### src/rtl/assert_macros.svh
// Assertion macros for the placer RTL.
// Needs nothing else; files that assert include it by name.
`ifndef ASSERT_MACROS_SVH
`define ASSERT_MACROS_SVH

// same-cycle implication under an active-low reset
`define ASSERT_IMPL(label, clk, rst_n, ante, cons, msg) \
  label: assert property (@(posedge clk) disable iff (!(rst_n)) (ante) |-> (cons)) \
    else $error(msg);

// next-cycle implication under an active-low reset
`define ASSERT_NEXT(label, clk, rst_n, ante, cons, msg) \
  label: assert property (@(posedge clk) disable iff (!(rst_n)) (ante) |=> (cons)) \
    else $error(msg);

`endif

### src/rtl/ncp_pkg.sv
// Package for the circle placer: field widths, register indexes, state codes
// and the structs passed between front end, queue and checker. No dependencies.
package ncp_pkg;

  localparam int unsigned COORD_W   = 32;
  localparam int unsigned FRAC_W    = 16;
  localparam int unsigned RADIUS_W  = 30;
  localparam int unsigned COUNT_W   = 7;
  localparam int unsigned SLOT_W    = 6;
  localparam int unsigned CFG_IDX_W = 3;
  localparam int unsigned Q_DEPTH   = 4;

  typedef enum logic [CFG_IDX_W-1:0] {
    REG_CIRCLE_COUNT = 3'd0,
    REG_RADIUS       = 3'd1,
    REG_WEST_EDGE    = 3'd2,
    REG_EAST_EDGE    = 3'd3,
    REG_SOUTH_EDGE   = 3'd4,
    REG_NORTH_EDGE   = 3'd5
  } ncp_reg_e;

  typedef enum logic {
    ACT_RESTART = 1'b0,
    ACT_OFFER   = 1'b1
  } ncp_action_e;

  typedef enum logic [1:0] {
    ST_IDLE,
    ST_CLASSIFY,
    ST_SCAN,
    ST_FINISH
  } ncp_back_state_e;

  typedef struct packed {
    logic [COUNT_W-1:0]         circle_count;
    logic [RADIUS_W-1:0]        radius;
    logic signed [COORD_W-1:0]  west_edge;
    logic signed [COORD_W-1:0]  east_edge;
    logic signed [COORD_W-1:0]  south_edge;
    logic signed [COORD_W-1:0]  north_edge;
  } ncp_cfg_t;

  typedef struct packed {
    ncp_action_e                action;
    logic signed [COORD_W-1:0]  x;
    logic signed [COORD_W-1:0]  y;
  } ncp_item_t;

  typedef struct packed {
    logic                       accepted;
    logic signed [COORD_W-1:0]  center_x;
    logic signed [COORD_W-1:0]  center_y;
    logic [SLOT_W-1:0]          slot;
    logic                       complete;
    logic                       struggling;
    logic                       gave_up;
  } ncp_result_t;

endpackage

### src/rtl/ncp_fifo.sv
// Short queue of scaled candidates between the front end and the checker.
// Depends on ncp_pkg.
module ncp_fifo import ncp_pkg::*; (
  input  logic      clk_i,
  input  logic      rst_ni,
  input  logic      push_valid_i,
  output logic      push_ready_o,
  input  ncp_item_t push_item_i,
  output logic      pop_valid_o,
  input  logic      pop_ready_i,
  output ncp_item_t pop_item_o
);

  localparam int unsigned PTR_W = $clog2(Q_DEPTH);
  localparam int unsigned CNT_W = $clog2(Q_DEPTH + 1);

  ncp_item_t          buf_q [Q_DEPTH];
  logic [PTR_W-1:0]   wptr_q, rptr_q;
  logic [CNT_W-1:0]   cnt_q;
  logic               push, pop;

  assign push_ready_o = cnt_q != CNT_W'(Q_DEPTH);
  assign pop_valid_o  = cnt_q != '0;
  assign push         = push_valid_i && push_ready_o;
  assign pop          = pop_valid_o && pop_ready_i;
  assign pop_item_o   = buf_q[rptr_q];

  always_ff @(posedge clk_i or negedge rst_ni) begin
    if (!rst_ni) begin
      wptr_q <= '0;
      rptr_q <= '0;
      cnt_q  <= '0;
    end else begin
      if (push) begin
        wptr_q <= wptr_q + PTR_W'(1);
      end
      if (pop) begin
        rptr_q <= rptr_q + PTR_W'(1);
      end
      if (push && !pop) begin
        cnt_q <= cnt_q + CNT_W'(1);
      end else if (pop && !push) begin
        cnt_q <= cnt_q - CNT_W'(1);
      end
    end
  end

  always_ff @(posedge clk_i) begin
    if (push) begin
      buf_q[wptr_q] <= push_item_i;
    end
  end

endmodule

### config.mk
export PLATFORM = sky130hd
export DESIGN_NAME = ncp_fifo
export DESIGN_NICKNAME = d
export VERILOG_FILES = /design/src/rtl/assert_macros.svh /design/src/rtl/ncp_pkg.sv /design/src/rtl/ncp_fifo.sv
export SDC_FILE = /design/constraint.sdc
export NUM_CORES = 1
export LEC_CHECK = 0
export BUFFER_PORTS_ARGS = -buffer_cell sky130_fd_sc_hd__clkbuf_2
export CAP_MARGIN = 20
export CORE_MARGIN = 1.5
export CORE_UTILIZATION = 45
export CTS_CLUSTER_SIZE = 20
export DETAILED_ROUTE_END_ITERATION = 6
export PLACE_DENSITY = 0.75
export SLEW_MARGIN = 5
export SYNTH_ARGS = -nofsm -noshare
export SYNTH_HDL_FRONTEND = slang
export SYNTH_SLANG_ARGS = --single-unit
export TNS_END_PERCENT = 100
### constraint.sdc
create_clock -name clk_i -period 8.1 [get_ports clk_i]
set_input_delay 1.62 -clock clk_i [delete_from_list [all_inputs] [get_ports clk_i]]
set_output_delay 1.62 -clock clk_i [all_outputs]
set_load 0.05 [all_outputs]
# After elaboration in Yosys (flattened, before gate mapping)
# Memory sizes are Yosys's and may differ from the RTL's.
# Index checks and enable logic that the tools add are counted.
# word_totals
word_cells	21
regBits	7
mem_bits_rw	260
mem_count	1
input_bits	69
# classes
n_reduce_logical	8
n_eq_ne	1
n_mux	4
addsub	4
# memory_table
name	depth	word_bits	read_ports	rd_clocked_by_memory_dff	wr	line_no	source
buf_q	4	65	1	0	1	ncp_fifo.sv:17	ncp_item_t buf_q [Q_DEPTH];
# ops
cell	count
two-way mux 3 bit	2
adder 2 x 1 -> 2 bit, second input constant	2
logical AND 1 bit	4
adder 3 x 1 -> 3 bit, second input constant	1
inequality test 3 bit, second input constant	1
nonzero test 3 bit	1
subtractor 3 x 1 -> 3 bit, second input constant	1
zero test 1 bit	2
two-way mux 1 bit	2
nonzero test 2 bit	1

# Logic depth before layout (Yosys ltp)
# logic_depth
word_depth	6
mapped_depth	8

# Least setup slack after synthesis
# Ideal clock, no wire load.
# synth_path
kind	input to register
startpoint	in push_valid_i
endpoint	mem buf_q[0][0] (netlist bit), enable pin
slack_ns	4.217
t_arrival_ns	3.454
cell_stages	2
t_required_ns	7.670
path_buffers	0
path_cell_list	a21boi_2 and2_1
# synth_via
elab_chain_cells	3
# synth_lines
element	line_no	source
start: declaration	ncp_fifo.sv:6	input logic push_valid_i,
logical AND 1 bit	ncp_fifo.sv:24	assign push = push_valid_i && push_ready_o;
two-way mux 1 bit	ncp_fifo.sv:49	if (push) begin
two-way mux 1 bit (implied by the code)	ncp_fifo.sv:50	buf_q[wptr_q] <= push_item_i;
end: declaration	ncp_fifo.sv:17	
# No other way between the ends.

==> flow_summary.ini <==
[outcome]
outcome = finished clean

[placed_design]
portBuffers = 135
place_area_sq_um = 10700
dp_hpwl_microns = 9270
globalplace.congestion = 0.688

[global_routing]
gr-total-overflow = 0
grt_pass1_vias = 4718
antenna_found_initial = 1
grt_max_degree = 67
track_usage_pct = 15.1
grt_first_pass_wirelength_microns = 25800

[drt]
wl_microns = 16800
vias = 4364
drt_iter0_drc = 238
postRouteAntennaNets = 0
wl_per_cell_microns = 20.5
drc = 0
via_per_inst = 5.33
drtPass1Iterations = 4

[cts]
root_buffer = clkbuf_16
cts-buffers-inserted = 27
cts_resized = 0
clockBufferDepth = 3
insertion_delay_ns = 0.51
clk_pin_slew_ns = 0.06
clock_sinks = 267
holdBufCountCts = 0
cts_setup_buffers = 0
htreeDepth = 1
cts_tree = done

[finish]
areaGrowthSynthToFinish_pct = 17.4
final_cell_area_sq_um = 11500
fillCellCount = 1599
drive_gt1_share_pct = 44.8
nets = 600

[setup_path]
critPathSlowestCell = dfrtp_4
worst-path-buf-inv = 2
crit_type = flip-flop to primary output
critPathMaxStageDelay_ns = 0.87
end_kind = primary output
cp_max_fo = 35
critPathTopFamily = buffers and inverters
worstPathCellList = buf_4 -> mux4_2 -> clkbuf_2
critPathLaunchType = flip-flop
worst_ep_arrival_time_ns = 2.98
cp.required_ns = 6.48

[timing]
timing.final.crit_share_pct = 56.8
clock-skew-final_ns = 0.0107
worstMarginPinSlew_ns = 1.04
hold_viol = 0
slew_viol_final = 0
setup_viol = 0
fmax_mhz = 217
rsz0062_at_grt = no
relSlewSlack_pct = 30.7
layout_min_cycle_time_ns = 4.60
setup_tns_ns = 0

[logic_synthesis]
synth_cell_type_count = 20
synth_area_leaders = edfxtp_1, mux4_2, dfrtp_1
synthesis.nets = 450
syn_area_sq_um = 9820
synth_area_leader_cell = edfxtp_1
synthCells = 375
avgSynthCellArea_sq_um = 26.2
ys_ff_latch = 267
synth_top_area_share_pct = 79.5
yosysWarnings = 0
yosysSeqAreaShare_pct = 81.3

[power_and_ir_drop]
max-vdd-ir-drop_mv = 0.265
p_leak_nw = 3.95
power_density_nw_per_um2 = 426

[hold_path]
min_path_type = flip-flop to flip-flop

[die]
io_pins = 136
rows = 53
die_w_microns = 151
die_area_sq_um = 22700
coreArea_sq_um = 21200
initial_core_util_pct = 46.3
die_h_microns = 151

[flow_run]
max_cap_violations = 0
[where the power goes]
group / switching, W / internal (W) / leakage (nW)
clock: 0.000471 / 0.000667 / 0.396
sequential: 0.000186 / 0.00183 / 2.46
combinational: 0.00122 / 0.000538 / 1.10
total: 0.00187 / 0.00304 / 3.95
[routing by layer]
layer,global-route usage [%],routed length [microns]
met5,0,0
met3,3.18,948
met2,25.3,8370
met4,3.83,315
met1,20.3,7140
[cells in the mapped netlist, drive strengths merged]
master and number:
buf 13, or3 1, xor2 2, dfrtp 7, nor2 2, clkbuf 2, xnor2 4, mux2 2
fa 1, edfxtp 260, nand3 1, and2 4, ha 5, a21boi 1, mux4 65, nand2 2
inv 3
[cells by family (layout without fill, tap and decap cells)]
logic type	after synthesis	count (layout)	synth area share [%]
AO/OA/AOI/OAI	1	1	0.115
XOR/XNOR	6	6	0.535
adder cells (fa/ha/maj)	6	6	0.841
buffers and inverters	18	185	1.60
flip-flops	267	267	81.3
multiplexers	67	67	15.1
other	0	1	0
AND/OR/NAND/NOR	10	10	0.522
[layout make-up]
type                       count  area (sq um)  area share [%]
sequential                   267          7990            69.3
multi-input combinational     90          1690            14.7
clock buffer                  31           691            5.99
timing repair buffer         136           683            5.92
tap                          275           344            2.98
clock inverter                15           118            1.02
inverter                       3          11.3          0.0976
antenna                        1          2.50          0.0217
[through the flow]
stage	total power [W]	setup slack, ns	hold slack, ns	util (%)	cells
after global placement	0.00381	3.94	0.508	50.5	771
final	0.00491	3.50	0.542	54.4	818
after floorplan	0.00348	4.22	0.493	-	375
after CTS	0.00499	3.37	0.541	54.3	817
after detailed placement	0.00385	3.94	0.535	50.5	771
after global routing	0.00514	3.25	0.572	54.3	817
[state kept, by name, indices dropped and copies added, names as in the netlist]
| signal | count |
|---|---|
| cnt_q | 3 |
| buf_q | 260 |
| wptr_q | 2 |
| rptr_q | 2 |
[path summary, 6_finish.rpt]
check                           from             end  slack, ns  depth (start not counted)
max                        rptr_q[0]  pop_item_o[58]       3.50                          3
min                         cnt_q[2]        cnt_q[2]       0.54                          1
max reg2reg                 cnt_q[0]    buf_q[2][15]       5.91                          3
min reg2reg                 cnt_q[2]        cnt_q[2]       0.54                          1
max in group asynchronous     rst_ni       rptr_q[1]       6.97                          1
min in group asynchronous     rst_ni       rptr_q[0]       0.94                          1
[placed cells by master (no fill, tap or decap)]
cell type	count
a21boi_2	1
and2_4	4
buf_4	1
bufinv_16	2
clkbuf_1	4
clkbuf_16	27
clkbuf_2	135
clkinv_1	9
clkinv_2	3
clkinv_4	1
dfrtp_1	5
dfrtp_4	2
diode_2	1
edfxtp_1	260
fa_1	1
ha_1	5
inv_1	3
mux2_2	2
mux4_2	65
nand2_1	2
nand3_1	1
nor2_1	2
or3_1	1
xnor2_1	4
xor2_1	2
No activity file was read; power rests on OpenSTA's default activity.
