## config.mk

```make
export PLATFORM = sky130hd
export DESIGN_NAME = ncp_front
export DESIGN_NICKNAME = d
export VERILOG_FILES = /design/src/rtl/assert_macros.svh /design/src/rtl/ncp_pkg.sv /design/src/rtl/ncp_front.sv
export SDC_FILE = /design/constraint.sdc
export NUM_CORES = 2
export LEC_CHECK = 0
export BUFFER_PORTS_ARGS = -buffer_cell sky130_fd_sc_hd__buf_2
export CORE_AREA = 4 4 388 390
export DETAILED_ROUTE_END_ITERATION = 7
export DIE_AREA = 0 0 392 394
export GPL_ROUTABILITY_DRIVEN = 0
export GPL_TIMING_DRIVEN = 0
export SETUP_SLACK_MARGIN = 0.3
export SKIP_LAST_GASP = 1
export SYNTH_ARGS = -nofsm -noshare
export SYNTH_HDL_FRONTEND = slang
export SYNTH_SLANG_ARGS = --single-unit
```

## constraint.sdc

```tcl
create_clock -name clk_i -period 36.3 [get_ports clk_i]
set_input_delay 7.26 -clock clk_i [delete_from_list [all_inputs] [get_ports clk_i]]
set_output_delay 7.26 -clock clk_i [all_outputs]
set_load 0.005 [all_outputs]
```

## src/rtl/assert_macros.svh

```systemverilog
// Assertion macros for the placer RTL.
// Needs nothing else; files that assert include it by name.
`ifndef ASSERT_MACROS_SVH
`define ASSERT_MACROS_SVH

// same-cycle implication under an active-low reset
`define ASSERT_IMPL(label, clk, rst_n, ante, cons, msg) \
  label: assert property (@(posedge clk) disable iff (!(rst_n)) (ante) |-> (cons)) \
    else $error(msg);

// next-cycle implication under an active-low reset
`define ASSERT_NEXT(label, clk, rst_n, ante, cons, msg) \
  label: assert property (@(posedge clk) disable iff (!(rst_n)) (ante) |=> (cons)) \
    else $error(msg);

`endif

```

## src/rtl/ncp_pkg.sv

```systemverilog
// Package for the circle placer: field widths, register indexes, state codes
// and the structs passed between front end, queue and checker. No dependencies.
package ncp_pkg;

  localparam int unsigned COORD_W   = 32;
  localparam int unsigned FRAC_W    = 16;
  localparam int unsigned RADIUS_W  = 30;
  localparam int unsigned COUNT_W   = 7;
  localparam int unsigned SLOT_W    = 6;
  localparam int unsigned CFG_IDX_W = 3;
  localparam int unsigned Q_DEPTH   = 4;

  typedef enum logic [CFG_IDX_W-1:0] {
    REG_CIRCLE_COUNT = 3'd0,
    REG_RADIUS       = 3'd1,
    REG_WEST_EDGE    = 3'd2,
    REG_EAST_EDGE    = 3'd3,
    REG_SOUTH_EDGE   = 3'd4,
    REG_NORTH_EDGE   = 3'd5
  } ncp_reg_e;

  typedef enum logic {
    ACT_RESTART = 1'b0,
    ACT_OFFER   = 1'b1
  } ncp_action_e;

  typedef enum logic [1:0] {
    ST_IDLE,
    ST_CLASSIFY,
    ST_SCAN,
    ST_FINISH
  } ncp_back_state_e;

  typedef struct packed {
    logic [COUNT_W-1:0]         circle_count;
    logic [RADIUS_W-1:0]        radius;
    logic signed [COORD_W-1:0]  west_edge;
    logic signed [COORD_W-1:0]  east_edge;
    logic signed [COORD_W-1:0]  south_edge;
    logic signed [COORD_W-1:0]  north_edge;
  } ncp_cfg_t;

  typedef struct packed {
    ncp_action_e                action;
    logic signed [COORD_W-1:0]  x;
    logic signed [COORD_W-1:0]  y;
  } ncp_item_t;

  typedef struct packed {
    logic                       accepted;
    logic signed [COORD_W-1:0]  center_x;
    logic signed [COORD_W-1:0]  center_y;
    logic [SLOT_W-1:0]          slot;
    logic                       complete;
    logic                       struggling;
    logic                       gave_up;
  } ncp_result_t;

endpackage

```

## src/rtl/ncp_front.sv

```systemverilog
// Front end: takes input beats and scales the Q0.16 fractions into the
// shrunk window over four pipeline stages. Depends on ncp_pkg.
module ncp_front import ncp_pkg::*; (
  input  logic              clk_i,
  input  logic              rst_ni,
  input  ncp_cfg_t          cfg_i,
  input  logic              in_valid_i,
  output logic              in_ready_o,
  input  logic              action_i,
  input  logic [FRAC_W-1:0] frac_x_i,
  input  logic [FRAC_W-1:0] frac_y_i,
  output logic              push_valid_o,
  input  logic              push_ready_i,
  output ncp_item_t         push_item_o
);

  localparam int unsigned LO_W   = COORD_W + 2;
  localparam int unsigned SPAN_W = COORD_W + 3;
  localparam int unsigned PROD_W = SPAN_W + FRAC_W + 1;
  localparam int unsigned Q_W    = PROD_W - FRAC_W;
  localparam int unsigned SUM_W  = Q_W + 1;

  logic en;
  logic s1_v_q, s2_v_q, s3_v_q, s4_v_q;

  ncp_action_e              act1_q, act2_q, act3_q;
  logic [FRAC_W-1:0]        fx1_q, fy1_q, fx2_q, fy2_q;
  logic signed [LO_W-1:0]   lox1_q, hix1_q, loy1_q, hiy1_q;
  logic signed [LO_W-1:0]   lox2_q, loy2_q, lox3_q, loy3_q;
  logic signed [SPAN_W-1:0] spx2_q, spy2_q;
  logic signed [PROD_W-1:0] prx3_q, pry3_q;
  ncp_item_t                item_q;

  logic signed [LO_W-1:0]   lox_d, hix_d, loy_d, hiy_d;
  logic signed [SPAN_W-1:0] spx_d, spy_d;
  logic signed [PROD_W-1:0] prx_d, pry_d;
  logic signed [SUM_W-1:0]  sumx, sumy;

  function automatic logic signed [LO_W-1:0] add_r(input logic signed [COORD_W-1:0] bound,
                                                   input logic [RADIUS_W-1:0] r,
                                                   input logic sub);
    logic signed [LO_W-1:0] b;
    logic signed [LO_W-1:0] rr;
    b  = {{2{bound[COORD_W-1]}}, bound};
    rr = {{(LO_W-RADIUS_W){1'b0}}, r};
    return sub ? (b - rr) : (b + rr);
  endfunction

  function automatic logic signed [COORD_W-1:0] sat(input logic signed [SUM_W-1:0] v);
    logic [SUM_W-COORD_W:0] top;
    top = v[SUM_W-1:COORD_W-1];
    if ((&top) || !(|top)) begin
      return v[COORD_W-1:0];
    end
    return v[SUM_W-1] ? {1'b1, {(COORD_W-1){1'b0}}} : {1'b0, {(COORD_W-1){1'b1}}};
  endfunction

  assign en         = !s4_v_q || push_ready_i;
  assign in_ready_o = en;

  assign lox_d = add_r(cfg_i.west_edge, cfg_i.radius, 1'b0);
  assign hix_d = add_r(cfg_i.east_edge, cfg_i.radius, 1'b1);
  assign loy_d = add_r(cfg_i.south_edge, cfg_i.radius, 1'b0);
  assign hiy_d = add_r(cfg_i.north_edge, cfg_i.radius, 1'b1);

  assign spx_d = {hix1_q[LO_W-1], hix1_q} - {lox1_q[LO_W-1], lox1_q};
  assign spy_d = {hiy1_q[LO_W-1], hiy1_q} - {loy1_q[LO_W-1], loy1_q};

  assign prx_d = $signed({1'b0, fx2_q}) * spx2_q;
  assign pry_d = $signed({1'b0, fy2_q}) * spy2_q;

  // floor division by 2^16 is the upper slice of the product
  assign sumx = {{(SUM_W-LO_W){lox3_q[LO_W-1]}}, lox3_q}
              + {prx3_q[PROD_W-1], prx3_q[PROD_W-1:FRAC_W]};
  assign sumy = {{(SUM_W-LO_W){loy3_q[LO_W-1]}}, loy3_q}
              + {pry3_q[PROD_W-1], pry3_q[PROD_W-1:FRAC_W]};

  always_ff @(posedge clk_i or negedge rst_ni) begin
    if (!rst_ni) begin
      s1_v_q <= 1'b0;
      s2_v_q <= 1'b0;
      s3_v_q <= 1'b0;
      s4_v_q <= 1'b0;
    end else if (en) begin
      s1_v_q <= in_valid_i;
      s2_v_q <= s1_v_q;
      s3_v_q <= s2_v_q;
      s4_v_q <= s3_v_q;
    end
  end

  always_ff @(posedge clk_i) begin
    if (en) begin
      act1_q        <= ncp_action_e'(action_i);
      fx1_q         <= frac_x_i;
      fy1_q         <= frac_y_i;
      lox1_q        <= lox_d;
      hix1_q        <= hix_d;
      loy1_q        <= loy_d;
      hiy1_q        <= hiy_d;
      act2_q        <= act1_q;
      fx2_q         <= fx1_q;
      fy2_q         <= fy1_q;
      lox2_q        <= lox1_q;
      loy2_q        <= loy1_q;
      spx2_q        <= spx_d;
      spy2_q        <= spy_d;
      act3_q        <= act2_q;
      lox3_q        <= lox2_q;
      loy3_q        <= loy2_q;
      prx3_q        <= prx_d;
      pry3_q        <= pry_d;
      item_q.action <= act3_q;
      item_q.x      <= sat(sumx);
      item_q.y      <= sat(sumy);
    end
  end

  assign push_valid_o = s4_v_q;
  assign push_item_o  = item_q;

endmodule

```

# Yosys cells after proc, flatten, opt, wreduce, memory -nomap -nowiden

Cells that the tools add are included.

Div/mod/pow operators: 0
Magnitude comparators: 0
Equal/unequal tests: 0
Mux-type cells: 10
Shift-type cells: 0
$add $sub $neg: 8
Bitwise logic cells: 0
Multiply operators: 2
Reduce and logical (&&, ||, !) cells: 10

Operators with widths:

| cell                                           | count |
|---|---|
| 32-bit two-way mux                             | 6 |
| 17-bit by 35-bit multiplier with 52-bit output | 2 |
| 33-bit by 36-bit adder with 37-bit output      | 2 |
| 33-bit by 33-bit subtractor with 34-bit output | 2 |
| 32-bit by 31-bit adder with 33-bit output      | 2 |
| 32-bit by 31-bit subtractor with 33-bit output | 2 |
| 6-bit AND reduction                            | 2 |
| 6-bit OR reduction                             | 2 |
| 1-bit two-way mux                              | 4 |
| 1-bit zero test                                | 3 |
| 1-bit logical OR                               | 3 |

Output and inout port bits: 67
Bits in read-only memories: 0
Input port bits: 202
Memories kept: 0
Memory bits (writable): 0
Bits in latches: 0
Flip-flop bits (word level): 574

# Longest topological paths before layout

Word-level depth: 7
Depth in mapped cells: 27

# Least setup slack after synthesis

No wires, ideal clock.

Path type: input port to output port
Start: input port push_ready_i
End: output port in_ready_o
Cell stages on the path: 1
Path buffers: 0
Path slack: 8890 ps
Data arrival time: 20150 ps
Data required time: 29040 ps
Cell sequence: nand2b_1

Cells in the longest elaborated chain, start to end: 1

Ends and longest elaborated chain:

| element            | RTL line        | RTL |
|---|---|---|
| start: declaration | ncp_front.sv:13 | `input logic push_ready_i,` |
| 1-bit logical OR   | ncp_front.sv:58 | `assign en = !s4_v_q \|\| push_ready_i;` |
| end: declaration   | ncp_front.sv:8  | `output logic in_ready_o,` |

Every way passes these cells.

# Final worst setup path

Same ends and word-level chain as after synthesis.

==> flow_summary_export.csv <==
group,metric,value,unit
worst_setup_path,startpoint_type,"input pin",
timing,maxSlewViolCount,0,
timing,fmax,0.06397,GHz
grt,grt_start_max_net_pins,71,
grt,grt_pass1_vias,48980,
detailed_routing,drc,0,
worst_setup_path,endpoint,"in_ready_o",
timing,setup_viol,0,
clock_tree,path_clk_slew,60,ps
worst_setup_path,reg2reg_from,"fy2_q[4]",
clock_tree,cts_sinks,540,
finish,drive_gt1_share,6.245,%
worst_setup_path,crit_path_end_kind,"primary output",
worst_setup_path,critical_path.startpoint,"push_ready_i",
timing,period_needed,15630,ps
worst_setup_path,crit_type,"in2out",
place,port_buffers,261,
synthesis,ys_seq_area_share,24.55,%
timing,rsz0062_at_grt,"no",
clock_tree,clkLatencyLatePin,660,ps
worst_hold_path,worstHoldPathType,"reg2reg",
detailed_routing,first_pass_iters,6,
finish,final_cells,8947,
clock_tree,cts_max_level,3,
synthesis,yosysUniqueCellTypes,88,
floorplan,coreArea,0.1471,sq mm
place,dpl.hpwl,156700,um
floorplan,start_util,44.84,%
worst_setup_path,r2r_slack,27910,ps
synthesis,synth_edf_count,536,
finish,final_common_cell,"inv_1",
finish,fin_area,0.07228,sq mm
floorplan,die_x,392,um
place,placedInstanceArea,0.06996,sq mm
clock_tree,cts_buffer_depth,3,
finish,n_fill_cell,13790,
finish,finalNetCount,8690,
detailed_routing,num_vias,47590,
worst_setup_path,r2r_end,"pry3_q[44]",
clock_tree,cts_made_buffers,70,
worst_setup_path,path_max_fanout,56,
synthesis,synth_area_per_cell,9.994,sq um
grt,grt_pass1_wl,289800,um
worst_setup_path,arrival,8370,ps
floorplan,ioPinCount,269,
synthesis,syn_nets,8348,
worst_setup_path,required,29040,ps
synthesis,yosysWarningCount,0,
floorplan,num_rows,141,
grt,grt.total_usage,24.81,%
synthesis,synth_area,0.06598,sq mm
detailed_routing,vias_per_cell,5.319,
floorplan,die_h,394,um
clock_tree,hold_buffers,0,
clock_tree,post_cts_resized,0,
timing,tns,0,ps
finish,final_cell_mix,"1418 x inv_1, 1046 x fa_1, 838 x nand2_1",
clock_tree,cts_root_buf,"clkbuf_16",
grt,overflow,0,
synthesis,ys_ff_latch,540,
detailed_routing,drtAntennaViolNets,0,
finish,area_delta_synth_final,9.542,%
place,dp.cells,8802,
detailed_routing,drt_iter0_drc,3786,
timing,relSlewSlack,13.22,%
floorplan,die-area,0.1544,sq mm
timing,finalClockSkew,35.72,ps
clock_tree,tritoncts,"built",
grt,antenna_found_initial,31,
synthesis,postSynthCellCount,6602,
synthesis,async_reset_ff_share,0.7407,%
clock_tree,cts_setup_buffers,0,
timing,final-hold-violation-count,0,
timing,min_period_over_period,43.07,%
run_status,outcome,"finished, final reports clean",
detailed_routing,drt-total-wl,188600,um
detailed_routing,wl_per_cell,21.08,um
synthesis,synth-main-ff-cell,"edfxtp_1",
run,maxCapViolCount,0,
worst_setup_path,reg2regPathDepth,22,
timing,tightest_slew,1285,ps
-- logic make-up (layout without fill, tap and decap cells) --
family	count (synthesis)	after routing	share of synthesized area [%]
AO/OA/AOI/OAI	897	897	8.755
XOR/XNOR	303	303	4.022
adder cells (fa/ha/maj)	1544	1544	41.18
buffers and inverters	1616	2012	9.252
flip-flops	540	540	24.55
multiplexers	4	4	0.06826
other	0	19	0
AND/OR/NAND/NOR	1698	1698	12.18
-- worst max-delay path, cell delays in order --
cell and delay, ps:
buf_2 80, nand2b_4 470, buf_16 320, buf_2 180
-- how the worst min path moves through the flow --
stage | startpoint | endpoint | cells past startpoint
global placement | fy1_q[5] | fy2_q[5] | 0
detailed placement | fx1_q[10] | fx2_q[10] | 0
CTS | lox2_q[2] | lox3_q[2] | 0
global route | loy2_q[8] | loy3_q[8] | 0
finish | lox2_q[2] | lox3_q[2] | 0
floorplan | act1_q | act2_q | 0
-- cell usage after synthesis (all sizes together), types with 74 or more instances --
| cell type | number | area, sq um |
|---|---|---|
| ha | 498 | 6231 |
| xnor2 | 229 | 2006 |
| inv | 1418 | 5323 |
| and2 | 398 | 2490 |
| clkbuf | 187 | 701.9 |
| o21ai | 163 | 819.5 |
| nand2 | 838 | 3146 |
| xor2 | 74 | 648.1 |
| a21o | 146 | 1097 |
| edfxtp | 536 | 16100 |
| nor2 | 175 | 656.9 |
| a21oi | 306 | 1558 |
| fa | 1046 | 20940 |
-- final cells by class --
| class | count | area [sq um] | area share (%) |
|---|---|---|---|
| Multi-Input combinational cell | 4446 | 43690 | 60.45 |
| Timing Repair Buffer | 270 | 1554 | 2.150 |
| Antenna cell | 19 | 47.55 | 0.06578 |
| Clock inverter | 45 | 447.9 | 0.6197 |
| Tap cell | 1930 | 2415 | 3.341 |
| Inverter | 1418 | 5323 | 7.364 |
| Sequential cell | 540 | 16200 | 22.41 |
| Clock buffer | 81 | 1824 | 2.524 |
| Buffer | 198 | 782.0 | 1.082 |
-- flip-flops by register name, indices dropped and copies added (netlist names), 34 cells and up --
name / count
spy2_q: 34
prx3_q: 36
push_item_o: 65
spx2_q: 34
pry3_q: 36
-- routing by layer --
metal / track usage, % / share of wire [%] / up-vias / wire [um]
li1: - / - / 21520 / -
met1: 36.44 / 44 / 23670 / 83760
met2: 34.40 / 40 / 2000 / 76100
met3: 7.135 / 11 / 379 / 20340
met4: 9.880 / 4.4 / 14 / 8290
met5: 0 / 0.046 / - / 86
-- metrics by stage --
stage	hold WS [ps]	setup slack [ps]	utilization (%)
2_1_floorplan	400.3	8890	-
3_3_place_gp	400.2	1479	47.37
3_5_place_dp	404.5	20630	47.55
4_1_cts	404.4	20630	49.09
5_1_grt	412.9	20560	49.09
6_report	402.5	20670	49.12
Power is left out: the tool's default activity adds up to more than one toggle a clock period on the data nets, which glitch-free logic cannot reach.
